==> config.mk <==
export PLATFORM = sky130hd
export DESIGN_NAME = tlv_stream_framer
export DESIGN_NICKNAME = d
export VERILOG_FILES = /design/src/rtl/tsf_pkg.sv /design/src/rtl/tsf_in_stage.sv /design/src/rtl/tsf_parse_core.sv /design/src/rtl/tsf_out_stage.sv /design/src/rtl/tlv_stream_framer.sv
export SDC_FILE = /design/constraint.sdc
export NUM_CORES = 1
export LEC_CHECK = 0
export BUFFER_PORTS_ARGS = -buffer_cell sky130_fd_sc_hd__buf_4
export CAP_MARGIN = 15
export CORE_AREA = 2 2 104 106
export CTS_CLUSTER_DIAMETER = 200
export DETAILED_ROUTE_END_ITERATION = 12
export DIE_AREA = 0 0 106 108
export MAX_ROUTING_LAYER = met4
export PLACE_DENSITY = 0.71
export SETUP_SLACK_MARGIN = 0.4
export SLEW_MARGIN = 20
export SYNTH_ARGS = -nofsm -noshare
export SYNTH_HDL_FRONTEND = slang
export SYNTH_HIERARCHICAL = 1
export SYNTH_SLANG_ARGS = --single-unit
==> constraint.sdc <==
create_clock -name clock -period 3.6 [get_ports clock]
set_input_delay 0.36 -clock clock [delete_from_list [all_inputs] [get_ports clock]]
set_output_delay 0.36 -clock clock [all_outputs]
set_load 0.01 [all_outputs]
==> src/rtl/tsf_pkg.sv <==
// Shared types and codes for the TLV stream framer.
// No dependencies; every other file of the block refers to this package.
`timescale 1ns / 1ps
`default_nettype none

package tsf_pkg;

   // Byte roles on the result channel
   localparam logic [2:0] ROLE_TYPE     = 3'd0;
   localparam logic [2:0] ROLE_LENGTH   = 3'd1;
   localparam logic [2:0] ROLE_VALUE    = 3'd2;
   localparam logic [2:0] ROLE_LEFTOVER = 3'd3;
   localparam logic [2:0] ROLE_DISCARD  = 3'd4;

   // Frame status codes
   localparam logic [2:0] STAT_OK        = 3'd0;
   localparam logic [2:0] STAT_TRUNCATED = 3'd1;
   localparam logic [2:0] STAT_ZERO_LEN  = 3'd2;
   localparam logic [2:0] STAT_LEFTOVER  = 3'd3;
   localparam logic [2:0] STAT_AFTER_ERR = 3'd4;

   // Length field size register
   localparam logic [1:0] LEN_OCTETS_ONE = 2'd1;
   localparam logic [1:0] LEN_OCTETS_TWO = 2'd2;

   typedef enum logic [1:0] {
      PH_TYPE,
      PH_LEN,
      PH_VALUE,
      PH_DISCARD
   } phase_type;

   typedef struct packed {
      logic [7:0] data_byte;
      logic       last_byte;
   } req_type;

   typedef struct packed {
      logic [2:0]  byte_role;
      logic [7:0]  tag_type;
      logic [15:0] tag_length;
      logic [15:0] value_offset;
      logic [7:0]  value_byte;
      logic        tag_done;
      logic [2:0]  frame_status;
      logic        frame_end;
   } rsp_type;

   // Handshake between the input register and the parse stage
   typedef struct packed {
      logic valid;
      logic take;
   } stage_ctl_type;

endpackage

`default_nettype wire

==> src/rtl/tsf_in_stage.sv <==
// Input register of the TLV stream framer: captures one request per cycle while not stalled.
// Depends on tsf_pkg for the request type and stage handshake struct.
`timescale 1ns / 1ps
`default_nettype none

module tsf_in_stage (
   input  wire                  clock,
   input  wire                  reset,
   input  wire                  req_valid,
   output logic                 req_stall,
   input  tsf_pkg::req_type     req_payload,
   input  wire                  stage_take,
   output tsf_pkg::stage_ctl_type stage_ctl,
   output tsf_pkg::req_type     stage_data
);

   logic             valid_ff;
   logic             valid_in;
   tsf_pkg::req_type data_ff;

   // Hold while a captured request is not drained
   assign req_stall = valid_ff && !stage_take;

   always_comb begin
      if (!req_stall) begin
         valid_in = req_valid;
      end else begin
         valid_in = valid_ff;
      end
   end

   always_ff @(posedge clock) begin
      if (reset) begin
         valid_ff <= 1'b0;
      end else begin
         valid_ff <= valid_in;
      end
   end

   always_ff @(posedge clock) begin
      if (req_valid && !req_stall) begin
         data_ff <= req_payload;
      end
   end

   assign stage_ctl.valid = valid_ff;
   assign stage_ctl.take  = stage_take;
   assign stage_data      = data_ff;

endmodule

`default_nettype wire

==> src/rtl/tsf_parse_core.sv <==
// Tag parser state and per-byte result logic of the TLV stream framer.
// Depends on tsf_pkg for phase, codes and payload types.
`timescale 1ns / 1ps
`default_nettype none

module tsf_parse_core (
   input  wire                    clock,
   input  wire                    reset,
   input  wire                    csr_wr_en,
   input  wire  [1:0]             csr_wr_data,
   input  tsf_pkg::stage_ctl_type stage_ctl,
   input  tsf_pkg::req_type       stage_data,
   output tsf_pkg::rsp_type       result
);

   tsf_pkg::phase_type phase_ff, phase_in;
   logic [7:0]         type_ff, type_in;
   logic [15:0]        len_ff, len_in;
   logic [15:0]        count_ff, count_in;
   logic               seen_ff, seen_in;
   logic [1:0]         len_octets_ff;
   logic               fire;
   logic               last;
   logic [7:0]         d;

   tsf_pkg::phase_type phase_nx;
   logic [7:0]         type_nx;
   logic [15:0]        len_nx;
   logic [15:0]        count_nx;
   logic               seen_nx;

   assign fire = stage_ctl.valid && stage_ctl.take;
   assign last = stage_data.last_byte;
   assign d    = stage_data.data_byte;

   always_ff @(posedge clock) begin
      if (reset) begin
         len_octets_ff <= tsf_pkg::LEN_OCTETS_ONE;
      end else if (csr_wr_en) begin
         len_octets_ff <= csr_wr_data;
      end
   end

   always_comb begin
      phase_nx = phase_ff;
      type_nx  = type_ff;
      len_nx   = len_ff;
      count_nx = count_ff;
      seen_nx  = seen_ff;

      result.byte_role    = tsf_pkg::ROLE_TYPE;
      result.value_offset = 16'd0;
      result.tag_done     = 1'b0;
      result.frame_status = tsf_pkg::STAT_OK;

      case (phase_ff)
         tsf_pkg::PH_TYPE: begin
            type_nx  = d;
            len_nx   = 16'd0;
            count_nx = 16'd0;
            seen_nx  = 1'b0;
            if (last) begin
               result.byte_role    = tsf_pkg::ROLE_LEFTOVER;
               result.frame_status = tsf_pkg::STAT_LEFTOVER;
            end else begin
               phase_nx = tsf_pkg::PH_LEN;
            end
         end
         tsf_pkg::PH_LEN: begin
            result.byte_role = tsf_pkg::ROLE_LENGTH;
            len_nx = {len_ff[7:0], d};
            if (len_octets_ff == tsf_pkg::LEN_OCTETS_TWO && !seen_ff) begin
               seen_nx = 1'b1;
               if (last) begin
                  result.byte_role    = tsf_pkg::ROLE_LEFTOVER;
                  result.frame_status = tsf_pkg::STAT_LEFTOVER;
               end
            end else if (len_nx == 16'd0) begin
               result.frame_status = tsf_pkg::STAT_ZERO_LEN;
               phase_nx = tsf_pkg::PH_DISCARD;
            end else if (last) begin
               result.frame_status = tsf_pkg::STAT_TRUNCATED;
            end else begin
               count_nx = 16'd0;
               phase_nx = tsf_pkg::PH_VALUE;
            end
         end
         tsf_pkg::PH_VALUE: begin
            result.byte_role    = tsf_pkg::ROLE_VALUE;
            result.value_offset = count_ff;
            count_nx = count_ff + 16'd1;
            if (count_nx == len_ff) begin
               result.tag_done = 1'b1;
               phase_nx = tsf_pkg::PH_TYPE;
            end else if (last) begin
               result.frame_status = tsf_pkg::STAT_TRUNCATED;
            end
         end
         tsf_pkg::PH_DISCARD: begin
            result.byte_role    = tsf_pkg::ROLE_DISCARD;
            result.frame_status = tsf_pkg::STAT_AFTER_ERR;
         end
         default: begin
            phase_nx = tsf_pkg::PH_TYPE;
         end
      endcase

      result.tag_type   = type_nx;
      result.tag_length = len_nx;
      result.value_byte = d;
      result.frame_end  = last;

      // Drop all tag state once the buffer closes
      if (last) begin
         phase_in = tsf_pkg::PH_TYPE;
         type_in  = 8'd0;
         len_in   = 16'd0;
         count_in = 16'd0;
         seen_in  = 1'b0;
      end else begin
         phase_in = phase_nx;
         type_in  = type_nx;
         len_in   = len_nx;
         count_in = count_nx;
         seen_in  = seen_nx;
      end
   end

   always_ff @(posedge clock) begin
      if (reset) begin
         phase_ff <= tsf_pkg::PH_TYPE;
         type_ff  <= 8'd0;
         len_ff   <= 16'd0;
         count_ff <= 16'd0;
         seen_ff  <= 1'b0;
      end else if (fire) begin
         phase_ff <= phase_in;
         type_ff  <= type_in;
         len_ff   <= len_in;
         count_ff <= count_in;
         seen_ff  <= seen_in;
      end
   end

   a_last_clears: assert property (@(posedge clock) disable iff (reset)
      fire && last |=> phase_ff == tsf_pkg::PH_TYPE && !seen_ff && len_ff == 16'd0)
      else $error("tag state not cleared after end of buffer");

   a_value_len_nonzero: assert property (@(posedge clock) disable iff (reset)
      phase_ff == tsf_pkg::PH_VALUE |-> len_ff != 16'd0)
      else $error("value phase with zero declared length");

   a_value_count_bound: assert property (@(posedge clock) disable iff (reset)
      phase_ff == tsf_pkg::PH_VALUE |-> count_ff < len_ff)
      else $error("value count ran past declared length");

   a_done_returns: assert property (@(posedge clock) disable iff (reset)
      fire && result.tag_done |=> phase_ff == tsf_pkg::PH_TYPE)
      else $error("tag completed but parser did not return to type code");

   a_discard_sticks: assert property (@(posedge clock) disable iff (reset)
      fire && !last && phase_ff == tsf_pkg::PH_DISCARD |=> phase_ff == tsf_pkg::PH_DISCARD)
      else $error("discard phase left before end of buffer");

endmodule

`default_nettype wire

==> src/rtl/tsf_out_stage.sv <==
// Result register of the TLV stream framer: holds one result until taken.
// Depends on tsf_pkg for the result type.
`timescale 1ns / 1ps
`default_nettype none

module tsf_out_stage (
   input  wire              clock,
   input  wire              reset,
   input  wire              load_valid,
   output logic             load_ready,
   input  tsf_pkg::rsp_type load_data,
   output logic             rsp_valid,
   input  wire              rsp_stall,
   output tsf_pkg::rsp_type rsp_payload
);

   logic             valid_ff;
   logic             valid_in;
   tsf_pkg::rsp_type data_ff;

   // Accept a new result when empty or when the current one leaves now
   assign load_ready = !valid_ff || !rsp_stall;

   always_comb begin
      if (load_ready) begin
         valid_in = load_valid;
      end else begin
         valid_in = valid_ff;
      end
   end

   always_ff @(posedge clock) begin
      if (reset) begin
         valid_ff <= 1'b0;
      end else begin
         valid_ff <= valid_in;
      end
   end

   always_ff @(posedge clock) begin
      if (load_valid && load_ready) begin
         data_ff <= load_data;
      end
   end

   assign rsp_valid   = valid_ff;
   assign rsp_payload = data_ff;

endmodule

`default_nettype wire

==> src/rtl/tlv_stream_framer.sv <==
// Top level of the TLV stream framer: input register, parser, result register.
// Depends on tsf_pkg, tsf_in_stage, tsf_parse_core and tsf_out_stage.
//
// Usage:
//   req_* carries one buffer byte per request, with last_byte on the final
//   byte. rsp_* returns exactly one result per request, in order, giving the
//   byte's role (type code, length octet, value, leftover, discarded), the
//   current tag type and length, the value offset and status codes.
//   csr_wr_en / csr_wr_data set the length field size (2 = two octets, any
//   other value = one octet); write it only while the block is idle.
// Flow:
//   A result is loaded into the result register and appears on rsp_* when its
//   request leaves the input register. One request is accepted every cycle
//   while req_stall is low; the parse state is a single register stage updated
//   as each byte moves from the input register to the result register.
// Reset:
//   Synchronous, active high. Both stages empty, parser waits for a type
//   code, length field size returns to one octet.
// Stall:
//   With rsp_stall high the result register holds its result; the input
//   register fills behind it, then req_stall rises until rsp_stall drops.
`timescale 1ns / 1ps
`default_nettype none

module tlv_stream_framer (
   input  wire              clock,
   input  wire              reset,
   input  wire              req_valid,
   output logic             req_stall,
   input  tsf_pkg::req_type req_payload,
   output logic             rsp_valid,
   input  wire              rsp_stall,
   output tsf_pkg::rsp_type rsp_payload,
   input  wire              csr_wr_en,
   input  wire  [1:0]       csr_wr_data
);

   tsf_pkg::stage_ctl_type stage_ctl;
   tsf_pkg::req_type       stage_data;
   tsf_pkg::rsp_type       result;
   logic                   out_ready;

   tsf_in_stage u_in_stage (
      .clock       (clock),
      .reset       (reset),
      .req_valid   (req_valid),
      .req_stall   (req_stall),
      .req_payload (req_payload),
      .stage_take  (out_ready),
      .stage_ctl   (stage_ctl),
      .stage_data  (stage_data)
   );

   tsf_parse_core u_parse_core (
      .clock       (clock),
      .reset       (reset),
      .csr_wr_en   (csr_wr_en),
      .csr_wr_data (csr_wr_data),
      .stage_ctl   (stage_ctl),
      .stage_data  (stage_data),
      .result      (result)
   );

   tsf_out_stage u_out_stage (
      .clock       (clock),
      .reset       (reset),
      .load_valid  (stage_ctl.valid),
      .load_ready  (out_ready),
      .load_data   (result),
      .rsp_valid   (rsp_valid),
      .rsp_stall   (rsp_stall),
      .rsp_payload (rsp_payload)
   );

endmodule

`default_nettype wire

==> Yosys cells after proc, flatten, opt, wreduce, memory -nomap -nowiden <==
Index checks and enable logic that the tools add are counted.
{ "word_totals": {"elab_cells": 71, "output_inout_bits": 58, "in_bits": 16, "reg_bits": 112} }
{ "op_classes": {"add_sub_neg": 1, "reduce_logical": 17, "mux": 26, "n_eq_ne": 9} }
{ "op_table": {"columns": ["cell", "n"], "rows": [
  ["2-to-1 mux 16 bit", 4],
  ["case mux 16 bit (3 select lines)", 1],
  ["case mux 16 bit (2 select lines)", 1],
  ["case mux 3 bit (4 select lines)", 2],
  ["adder 16 x 1 -> 16 bit, second input constant", 1],
  ["== test 16 bit", 1],
  ["zero test 16 bit", 1],
  ["2-to-1 mux 8 bit", 2],
  ["2-to-1 mux 2 bit", 6],
  ["AND reduction 4 bit", 2],
  ["== test 2 bit, second input constant", 3],
  ["2-to-1 mux 1 bit", 6],
  ["2-to-1 mux 3 bit", 2],
  ["inequality test 3 x 2 -> 1 bit, second input constant", 2],
  ["inequality test 3 bit, second input constant", 2],
  ["case mux 2 bit (3 select lines)", 1],
  ["zero test 1 bit", 5],
  ["logical AND 1 bit", 4],
  ["nonzero test 4 bit", 1],
  ["AND reduction 3 bit", 1],
  ["nonzero test 3 bit", 1],
  ["== test 2 x 1 -> 1 bit, second input constant", 1],
  ["zero test 2 bit", 1],
  ["case mux 1 bit (2 select lines)", 1],
  ["logical OR 1 bit", 1]
]} }

==> Logic depth before layout (Yosys ltp) <==
Gate-level depths: netlist of the first run.
{ "logic_depth": {"word_depth": 6, "mapped_depth": 9, "depth_no_buf": 8} }

==> Modules after synthesis <==
Netlist of the first run, hierarchy kept.
{ "modules_own_cells": {"columns": ["module", "seq_area_each_um2", "instances", "area_per_inst_um2", "cells_each"], "rows": [
  ["tsf_parse_core", 900.9, 1, 3032.9, 402],
  ["tsf_out_stage", 1701.6, 1, 1720.4, 61],
  ["tsf_in_stage", 290.3, 1, 335.3, 15]
]} }

==> Worst setup path after synthesis of the first run <==
OpenSTA, ideal clock, no wires.
{ "synth_timing": {"path_kind": "flip-flop to flip-flop", "from": "register u_parse_core.count_ff[0]", "to": "register u_parse_core.phase_ff[0]", "setup_slack_ps": 1015, "arrival_time_ps": 2469, "synth_period_minus_slack_ps": 2585, "stages_incl_launch_ff": 8, "cell_sequence": "dfxtp_1 -> ha_1 -> nand3_4 -> nor4_4 -> xnor2_1 -> or4_4 -> or4b_1 -> and3_1"} }
{ "synth_between": {"elab_chain_cells": 4} }
{ "synth_rtl": {"columns": ["element", "line_no", "rtl"], "rows": [
  ["from (decl)", "tsf_parse_core.sv:19", "logic [15:0] count_ff, count_in;"],
  ["from (signal assigned)", "tsf_parse_core.sv:140", "count_ff <= count_in;"],
  ["adder 16 x 1 -> 16 bit", "tsf_parse_core.sv:91", "count_nx = count_ff + 16'd1;"],
  ["== test 16 bit", "tsf_parse_core.sv:92", "if (count_nx == len_ff) begin"],
  ["inequality test 3 x 2 -> 1 bit (no source line)", null, null],
  ["AND reduction 4 bit (no source line)", null, null],
  ["to (signal assigned)", "tsf_parse_core.sv:131", "phase_ff <= tsf_pkg::PH_TYPE;"],
  ["to (signal assigned)", "tsf_parse_core.sv:137", "phase_ff <= phase_in;"],
  ["to (decl)", "tsf_parse_core.sv:16", "tsf_pkg::phase_type phase_ff, phase_in;"]
]} }
No other way between the ends.
A chain may end at the register's enable or synchronous reset.

==> Final worst setup path of the first run <==
Ends and elaborated chain as after synthesis.

==> results of run 1 <==
area by class of cell:
cell class,count,area [sq um]
clock buffers,9,123.9
clock inverters,7,83.83
fillers,859,4357
inverters,7,26.28
multi-input cells,318,1957
flip-flops and latches,112,2893
well taps,136,170.2
repair buffers,81,620.6
per-layer routing:
layer	routed length [um]	share of wire (%)	vias to the layer above	global-route usage, %
li1	-	-	1824	-
met1	5028	45	1772	26.37
met2	5198	47	143	31.52
met3	599	5.4	22	2.471
met4	239	2.2	0	8.741
met5	0	0	-	-
state kept, by name, summed over array words and instances (netlist names):
signal	count
u_out_stage/rsp_payload	56
u_parse_core/count_ff	16
u_parse_core/len_ff	16
u_in_stage/stage_data	9
u_parse_core/type_ff	8
u_parse_core/len_octets_ff	2
u_parse_core/phase_ff	2
u_in_stage/valid_ff	1
u_out_stage/rsp_valid	1
u_parse_core/seen_ff	1
cell families (layout without fill, tap and decap cells):
family	after synthesis	in the layout	share of synthesized area, %
and+or+nand+nor	176	176	18.56
buffers and inverters	48	104	4.721
DFF	112	112	56.85
AOI/OAI and AO/OA	105	105	12.66
xor gates and xnor gates	21	21	3.615
muxes	11	11	2.361
adders and majority gates	5	5	1.229
metrics by stage:
| step | std cells | hold WS, ns | total power, W | area [sq um] | setup slack (ns) |
|---|---|---|---|---|---|
| 4_1_cts | 670 | 0.1266 | 0.002367 | 5874 | 0.7915 |
| 2_1_floorplan | 478 | 0.4324 | 0.001539 | 5089 | 1.015 |
| 3_3_place_gp | 654 | 0.4708 | 0.001615 | 5667 | 0.8660 |
| 5_1_grt | 670 | 0.1253 | 0.002424 | 5874 | 0.6101 |
| 3_5_place_dp | 654 | 0.4847 | 0.001618 | 5667 | 0.8154 |
| 6_report | 670 | 0.1369 | 0.002354 | 5874 | 0.7537 |
worst max-delay path by stage:
stage,from,to,slack (ns)
final,u_parse_core/count_ff[0],u_parse_core/phase_ff[0],0.75
after global routing,u_parse_core/count_ff[0],u_out_stage/rsp_payload[1],0.61
after CTS,u_parse_core/count_ff[0],u_parse_core/phase_ff[0],0.79
after detailed placement,u_parse_core/count_ff[0],u_parse_core/phase_ff[0],0.82
after global placement,u_parse_core/count_ff[0],u_parse_core/phase_ff[0],0.87
after floorplan,u_parse_core/count_ff[0],u_parse_core/phase_ff[0],1.02
power by group:
group / switching [W] / internal [W] / leakage (nW)
Sequential: 0.0000227 / 0.00140 / 0.992
Clock: 0.000485 / 0.000281 / 0.105
Combinational: 0.0000967 / 0.0000711 / 1.01
Total: 0.000604 / 0.00175 / 2.11
layout by cell type, fill, tap and decap left out, types with 3 or more instances in the layout:
cell type  Yosys  final
buf_4         15     80
edfxtp_1      65     65
nand2_1       48     48
nor2_1        48     48
dfxtp_1       47     47
o21ai_0       42     42
a22oi_1       24     24
a21oi_1       19     19
and2_1        17     16
xnor2_1       12     12
clkbuf_8       0      9
xor2_1         9      9
mux2_2         8      8
nand3b_1       8      8
nor3_1         7      7
nand3_1        7      7
inv_1          6      6
nor4_1         6      6
nand4_1        5      5
ha_1           5      5
nor3b_1        4      4
a31oi_1        4      4
inv_8          0      3
mux2i_1        3      3
==> impl_metrics.toml, run 1 <==
[job]
max-cap-violations = 0

[layout]
diodes = 0
areaGrowthSynthToFinish_pct = 15.44
finish.net_count = 550
fin_util_pct = 57.42
drive_above_1_share_pct = 22.10

[synthesis]
synthDistinctLibCells = 58
synth_edf_count = 65
synth_area_leaders = "edfxtp_1 (38%), dfxtp_1 (18%), o21ai_0 (4.1%)"
synthFlopType = "edfxtp_1"
netlist.top_cell.by_area = "edfxtp_1"
yosysTopAreaCellShare_pct = 38.36
yosysMostFrequentCell = "edfxtp_1"
synth_area_sq_um = 5089
ys_seq_elements = 112
syn_area_per_cell_sq_um = 10.65
syn_nets = 499
synth_top_cells_by_count = "edfxtp_1 (65), nand2_1 (48), nor2_1 (48), dfxtp_1 (47), o21ai_0 (42)"
yosysWarnings = 6
syn-instance-count = 478
async_flop_share_pct = 0
ys_seq_area_share_pct = 56.85

[drt]
drt_iter0_drc = 222
dr.pass1.iters = 4
avgViaCountPerCell = 5.613
antenna_left = 0
vias = 3761
wirelength_mm = 11.07
wire_per_inst_um = 16.51
drc = 0

[critical_path]
reg2reg_from = "u_parse_core/count_ff[0]"
crit_fanout = 8
cp_cell_sequence = "ha_1, nand3_4, or3_1, a2111oi_0, o211ai_1, or4b_1, and3_1"
rr_worst_depth = 7
worst_setup_path_start_kind = "register"
cp_top_family = "simple AND/OR/NAND/NOR gates"
cp.depth = 7
crit_required_ns = 3.89
path_buf_inv = 0
cpPeakStageDelay_ns = 0.50
r2r-end = "u_parse_core/phase_ff[0]"
worstPathArrival_ns = 3.13
end_kind = "register"
crit_type = "register to register"
r2r_setup_slack_ns = 0.75
cp_slowest_cell = "or4b_1"

[global_route]
grt_usage_pct = 20.03
grt-ovfl-total = 0
grt_antenna_before_repair = 0
grt_max_degree = 51
first_global_vias = 3521
grt_pass1_wl_mm = 17.47

[clocking]
tritoncts = "built"
cts-root-buf = "clkbuf_8"
htreeDepth = 3
cts-resized-gates = 0
ctsHoldBuffers = 0
postCtsSetupBuffers = 0
numCtsBuffers = 9
clock_latency_ns = 0.39
cts.path.max_buffers = 2
numClockSinks = 112
clkTransAtPathRegs_ns = 0.12

[sta]
fmax_mhz = 351.3
skew_ns = 0.01033
grt_setup_unrepaired = "false"
period_needed_ns = 2.846
setup_viol = 0
slew_viol_final = 0
hold_violations = 0
period_share_pct = 79.07
setup_tns_ns = 0
relSlewSlack_pct = 45.92
worstMarginPinSlew_ns = 0.8095

[die]
pin_count = 74
core_sq_um = 10230
placementRows = 37
initial_utilization_pct = 49.74
die_area_sq_um = 11450
die_h_um = 108
die_w_um = 106

[placed_design]
hpwl_mm = 7.424
gp_congestion = 0.8683
io_buffers = 73

[power]
power.leakage_nw = 2.107
vdd_ir_drop_max_mv = 0.2585
cellPowerDensity_nw_per_um2 = 400.7

[worst_hold_path]
holdPathEnd = "u_in_stage/stage_data[1]"
min_from = "req_payload[1]"
holdPathStages = 1
hold_class = "primary input to register"

[run_status]
outcome = "finished clean"
No activity file was read; power rests on OpenSTA's default activity.
==> run 2: changes to the inputs <==
--- a/config.mk
+++ b/config.mk
@@ -12,7 +12,7 @@
 export DETAILED_ROUTE_END_ITERATION = 12
 export DIE_AREA = 0 0 106 108
 export MAX_ROUTING_LAYER = met4
-export PLACE_DENSITY = 0.71
+export PLACE_DENSITY = 0.73
 export SETUP_SLACK_MARGIN = 0.4
 export SLEW_MARGIN = 20
 export SYNTH_ARGS = -nofsm -noshare
==> constraint.sdc (replaced) <==
create_clock -name clock -period 2.3 [get_ports clock]
set_input_delay 0.23 -clock clock [delete_from_list [all_inputs] [get_ports clock]]
set_output_delay 0.23 -clock clock [all_outputs]
set_load 0.01 [all_outputs]
==> run 2 against run 1 <==
Effect of this change: the flow now finishes with violations (negative setup slack); clock skew shrank 0.00084 ns; highest routed layer unchanged; final area grew 11%; maximum frequency grew 19%; critical endpoint unchanged; power grew 59%; sequential share of layout area shrank 4.4 points; largest cell class unchanged; via count grew 6.6%.
==> impl_metrics.toml, run 2 (synthesis results as in run 1) <==
[run_status]
outcome = "finished with violations"
violations = "negative setup slack"

[critical_path]
end_kind = "register"
crit_type = "register to register"
worstPathArrival_ns = 2.67
worst_setup_path_start_kind = "register"
crit_fanout = 6
crit_required_ns = 2.57

[global_route]
grt_max_degree = 51
grt_pass1_wl_mm = 19.13
grt_usage_pct = 22.14
grt_antenna_before_repair = 0
first_global_vias = 3794
grt-ovfl-total = 0

[die]
pin_count = 74
die_area_sq_um = 11450
die_h_um = 108
initial_utilization_pct = 49.74
core_sq_um = 10230
placementRows = 37
die_w_um = 106

[layout]
stdcell_area_sq_um = 6496
nFillCells = 806
register_area_sq_um = 2912
diodes = 0
final_common_cell = "buf_4"
finish.net_count = 604
largest_reg_flops = 56
drive_above_1_share_pct = 34.75
multi_input_area_sq_um = 2120
final_cell_mix = "buf_4 (130), edfxtp_1 (65), nand2_1 (48), nor2_1 (47), dfxtp_1 (36)"
areaGrowthSynthToFinish_pct = 27.66
final_cells = 723

[power]
p_total_w = 0.003746
power.leakage_nw = 2.454
cellPowerDensity_nw_per_um2 = 576.7
vdd_ir_drop_max_mv = 0.3690

[drt]
antenna_left = 0
dr.pass1.iters = 5
avgViaCountPerCell = 5.545
wire_per_inst_um = 17.46
drt_iter0_drc = 240
vias = 4009
drc = 0
wirelength_mm = 12.63

[sta]
slew_viol_final = 0
worstMarginPinSlew_ns = 0.5706
skew_ns = 0.009488
fmax_mhz = 417.4
setup_ws_ns = -0.09589
relSlewSlack_pct = 61.96
period_share_pct = 104.2
setup_viol = 2
period_needed_ns = 2.396
setup_tns_ns = -0.1602
grt_setup_unrepaired = "true"
hold_violations = 0

[placed_design]
dp_cells = 692
gp_congestion = 0.8168
io_buffers = 73
hpwl_mm = 8.057
postPlaceCellArea_sq_um = 5989

[job]
max-cap-violations = 0

[worst_hold_path]
hold_class = "primary input to register"

[clocking]
numClockSinks = 112
numCtsBuffers = 9
cts-root-buf = "clkbuf_8"
tritoncts = "built"
cts.path.max_buffers = 2
ctsHoldBuffers = 0
clock_latency_ns = 0.37
htreeDepth = 3
clkTransAtPathRegs_ns = 0.10
run 2: area by class of cell:
cell class                 instances  share of cell area, %
inverter                           7                 0.4430
tap                              136                  2.619
sequential                       112                  44.82
timing repair buffer             135                  16.37
clock buffer                      12                  2.388
clock inverter                     3                 0.7319
multi-input combinational        318                  32.63
run 2: worst max-delay path, stage by stage, from the launching register on:
cell      delay (ns)
dfxtp_4         0.38
buf_4           0.14
and4_2          0.24
a211oi_2        0.21
a31oi_1         0.06
or4_4           0.58
or4b_1          0.53
and3_1          0.15
run 2: final timing paths:
check | startpoint | to | slack [ns] | cells after the start
max | u_parse_core/count_ff[1] | u_parse_core/phase_ff[0] | -0.1 | 7
min | req_payload[6] | u_in_stage/stage_data[6] | 0.03 | 1
max reg2reg | u_parse_core/count_ff[1] | u_parse_core/phase_ff[0] | -0.1 | 7
min reg2reg | u_parse_core/type_ff[2] | u_parse_core/type_ff[2] | 0.52 | 2
run 2: metal layers:
| layer | vias up | track usage [%] | routed length, um |
|---|---|---|---|
| li1 | 1929 | - | - |
| met1 | 1907 | 28.38 | 5443 |
| met2 | 146 | 36.27 | 6212 |
| met3 | 27 | 3.797 | 670 |
| met4 | 0 | 6.955 | 300 |
| met5 | - | - | 0 |
run 2: through the flow:
stage               worst slack [ns]  util (%)  hold WS (ns)
CTS                         -0.02302     62.04      0.009983
detailed placement          -0.04394     58.54        0.4095
finish                      -0.09589     63.50       0.02677
floorplan                    0.03876         -        0.3024
global placement            0.002406     58.54        0.4080
global route                 -0.1371     63.50     0.0005936
run 2: timing repair:
item	CTS	global route
buffers inserted	10	4
pin swaps	5	8
gates cloned	0	2
endpoints found under the setup margin	39	31
resized for setup	20	28
run 2: power by group:
| part | total, W | switching, W | internal (W) |
|---|---|---|---|
| Combinational | 0.000312 | 0.000174 | 0.000138 |
| Sequential | 0.00222 | 0.0000328 | 0.00218 |
| Clock | 0.00122 | 0.000650 | 0.000567 |
==> run 3: changes to the inputs <==
--- a/config.mk
+++ b/config.mk
@@ -7,12 +7,12 @@
 export LEC_CHECK = 0
 export BUFFER_PORTS_ARGS = -buffer_cell sky130_fd_sc_hd__buf_4
 export CAP_MARGIN = 15
-export CORE_AREA = 2 2 104 106
+export CORE_AREA = 2 2 110 101
 export CTS_CLUSTER_DIAMETER = 200
 export DETAILED_ROUTE_END_ITERATION = 12
-export DIE_AREA = 0 0 106 108
+export DIE_AREA = 0 0 112 103
 export MAX_ROUTING_LAYER = met4
-export PLACE_DENSITY = 0.73
+export PLACE_DENSITY = 0.7
 export SETUP_SLACK_MARGIN = 0.4
 export SLEW_MARGIN = 20
 export SYNTH_ARGS = -nofsm -noshare
==> constraint.sdc (replaced) <==
create_clock -name clock -period 2.6 [get_ports clock]
set_input_delay 0.26 -clock clock [delete_from_list [all_inputs] [get_ports clock]]
set_output_delay 0.26 -clock clock [all_outputs]
set_load 0.01 [all_outputs]
==> run 3 against run 2 <==
Effect of this change: the flow now finishes without violations; global-route usage fell by 0.50 points; clock power rose by 16%; critical endpoint unchanged; first-iteration DRC count fell by 18%; non-clock buffer count fell by 21; sequential share of layout area rose by 1.2 points; die area rose by 0.77%; clock skew rose by 0.0022 ns; sequential power fell by 12%; power fell by 3.8%; critical path depth fell by 1; register-to-register slack improved by 0.36 ns.
==> impl_metrics.toml, run 3 (synthesis results as in run 1) <==
[run_status]
outcome = "finished clean"

[critical_path]
crit_type = "register to register"
crit_fanout = 9
worst_setup_path_start_kind = "register"
end_kind = "register"
crit_required_ns = 2.85
reg2reg_from = "u_parse_core/count_ff[4]"
r2r-end = "u_parse_core/phase_ff[0]"
rr_worst_depth = 6
r2r_setup_slack_ns = 0.27
setup.worst_path.end = "u_parse_core/phase_ff[0]"
worstPathArrival_ns = 2.58
crit_path_start = "u_parse_core/count_ff[4]"

[drt]
dr.pass1.iters = 5
wire_per_inst_um = 17.16
avgViaCountPerCell = 5.544
antenna_left = 0
wirelength_mm = 12.01
drc = 0
drt_iter0_drc = 197
vias = 3881

[sta]
worstMarginPinSlew_ns = 0.5834
setup_tns_ns = 0
setup_viol = 0
period_needed_ns = 2.333
hold_violations = 0
skew_ns = 0.01167
slew_viol_final = 0
fin_worst_hold_slack_ns = 0.07807
period_share_pct = 89.74
relSlewSlack_pct = 60.69
fmax_mhz = 428.6
grt_setup_unrepaired = "true"

[global_route]
first_global_vias = 3722
grt_max_degree = 51
grt-ovfl-total = 0
grt_pass1_wl_mm = 19.00
grt_antenna_before_repair = 0
grt_usage_pct = 21.65

[die]
die_area_sq_um = 11540
placementRows = 36
initial_utilization_pct = 48.28
pin_count = 74
die_h_um = 103
core_sq_um = 10540
die_w_um = 112

[layout]
drive_above_1_share_pct = 31.22
diodes = 0
largest_reg_flops = 56
final_cell_mix = "buf_4 (110), edfxtp_1 (65), nand2_1 (48), nor2_1 (47), o21ai_0 (41)"
finish.net_count = 583
areaGrowthSynthToFinish_pct = 25.28
nFillCells = 891
final_common_cell = "buf_4"

[clocking]
tritoncts = "built"
cts-root-buf = "clkbuf_16"
numCtsBuffers = 9
cts.path.max_buffers = 2
numClockSinks = 112
htreeDepth = 3
clock_latency_ns = 0.35
ctsHoldBuffers = 0
clkTransAtPathRegs_ns = 0.08

[power]
vdd_ir_drop_max_mv = 0.3200
cellPowerDensity_nw_per_um2 = 565.3
power.leakage_nw = 2.369

[job]
max-cap-violations = 0

[placed_design]
hpwl_mm = 8.174
io_buffers = 73
gp_congestion = 0.8395

[worst_hold_path]
hold_class = "primary input to register"
run 3: cell count changes in the layout (fill, tap and decap cells not counted), sizes merged:
| cell | delta |
|---|---|
| buf | -19 |
| bufinv | -1 |
| clkbuf | -5 |
| clkinv | +2 |
| clkinvlp | +2 |
| inv | +1 |
run 3: worst min-delay path by stage:
stage	from	endpoint	slack [ns]	depth (start not counted)
3_5_place_dp	req_payload[2]	u_in_stage/stage_data[2]	0.44	1
5_1_grt	req_payload[3]	u_in_stage/stage_data[3]	0.05	1
3_3_place_gp	req_payload[1]	u_in_stage/stage_data[1]	0.44	1
4_1_cts	req_payload[8]	u_in_stage/stage_data[8]	0.07	1
6_report	req_payload[4]	u_in_stage/stage_data[4]	0.08	1
2_1_floorplan	reset	u_out_stage/rsp_valid	0.33	1
run 3: power breakdown:
part | total, W | switching [W] | internal, W
Sequential | 0.00195 | 0.0000282 | 0.00192
Combinational | 0.000246 | 0.000142 | 0.000104
Clock | 0.00141 | 0.000714 | 0.000692
Total | 0.00360 | 0.000885 | 0.00272
run 3: worst max-delay path: stages (launching register included):
cell and delay, ns:
dfxtp_4 0.41, nand3_4 0.15, nor4_4 0.34, xnor2_1 0.12
or4_4 0.56, or4b_1 0.50, and3_1 0.15
run 3: cell type report:
class	count	area, sq um	share of cell area (%)
well taps	133	166.4	2.610
clock buffers	9	225.2	3.533
flip-flops and latches	112	2937	46.06
repair buffers	114	888.4	13.94
clock inverters	7	80.08	1.256
inverters	7	30.03	0.4711
multi-input cells	318	2048	32.13
run 3: what timing repair did:
action	CTS	global route
endpoints found under the hold margin	0	0
buffers inserted	12	10
pin swaps	7	10
resized for setup	18	16
endpoints found under the setup margin	19	24
gates cloned	0	0
run 3: layer usage:
metal	wire (um)	vias to the layer above	global-route usage (%)
li1	-	1897	-
met5	0	-	-
met3	527	11	4.174
met4	125	0	5.910
met2	5848	105	36.36
met1	5513	1868	27.28
run 3: metrics by stage:
stage | setup WS, ns | cells | util, % | power [W] | cell area [sq um]
finish | 0.2668 | 700 | 60.48 | 0.003604 | 6375
floorplan | 0.3388 | 478 | - | 0.002129 | 5161
global route | 0.1743 | 700 | 60.48 | 0.003730 | 6375
global placement | 0.1396 | 662 | 54.84 | 0.002239 | 5781
CTS | 0.2736 | 690 | 59.07 | 0.003646 | 6226
detailed placement | 0.04752 | 662 | 54.84 | 0.002245 | 5781
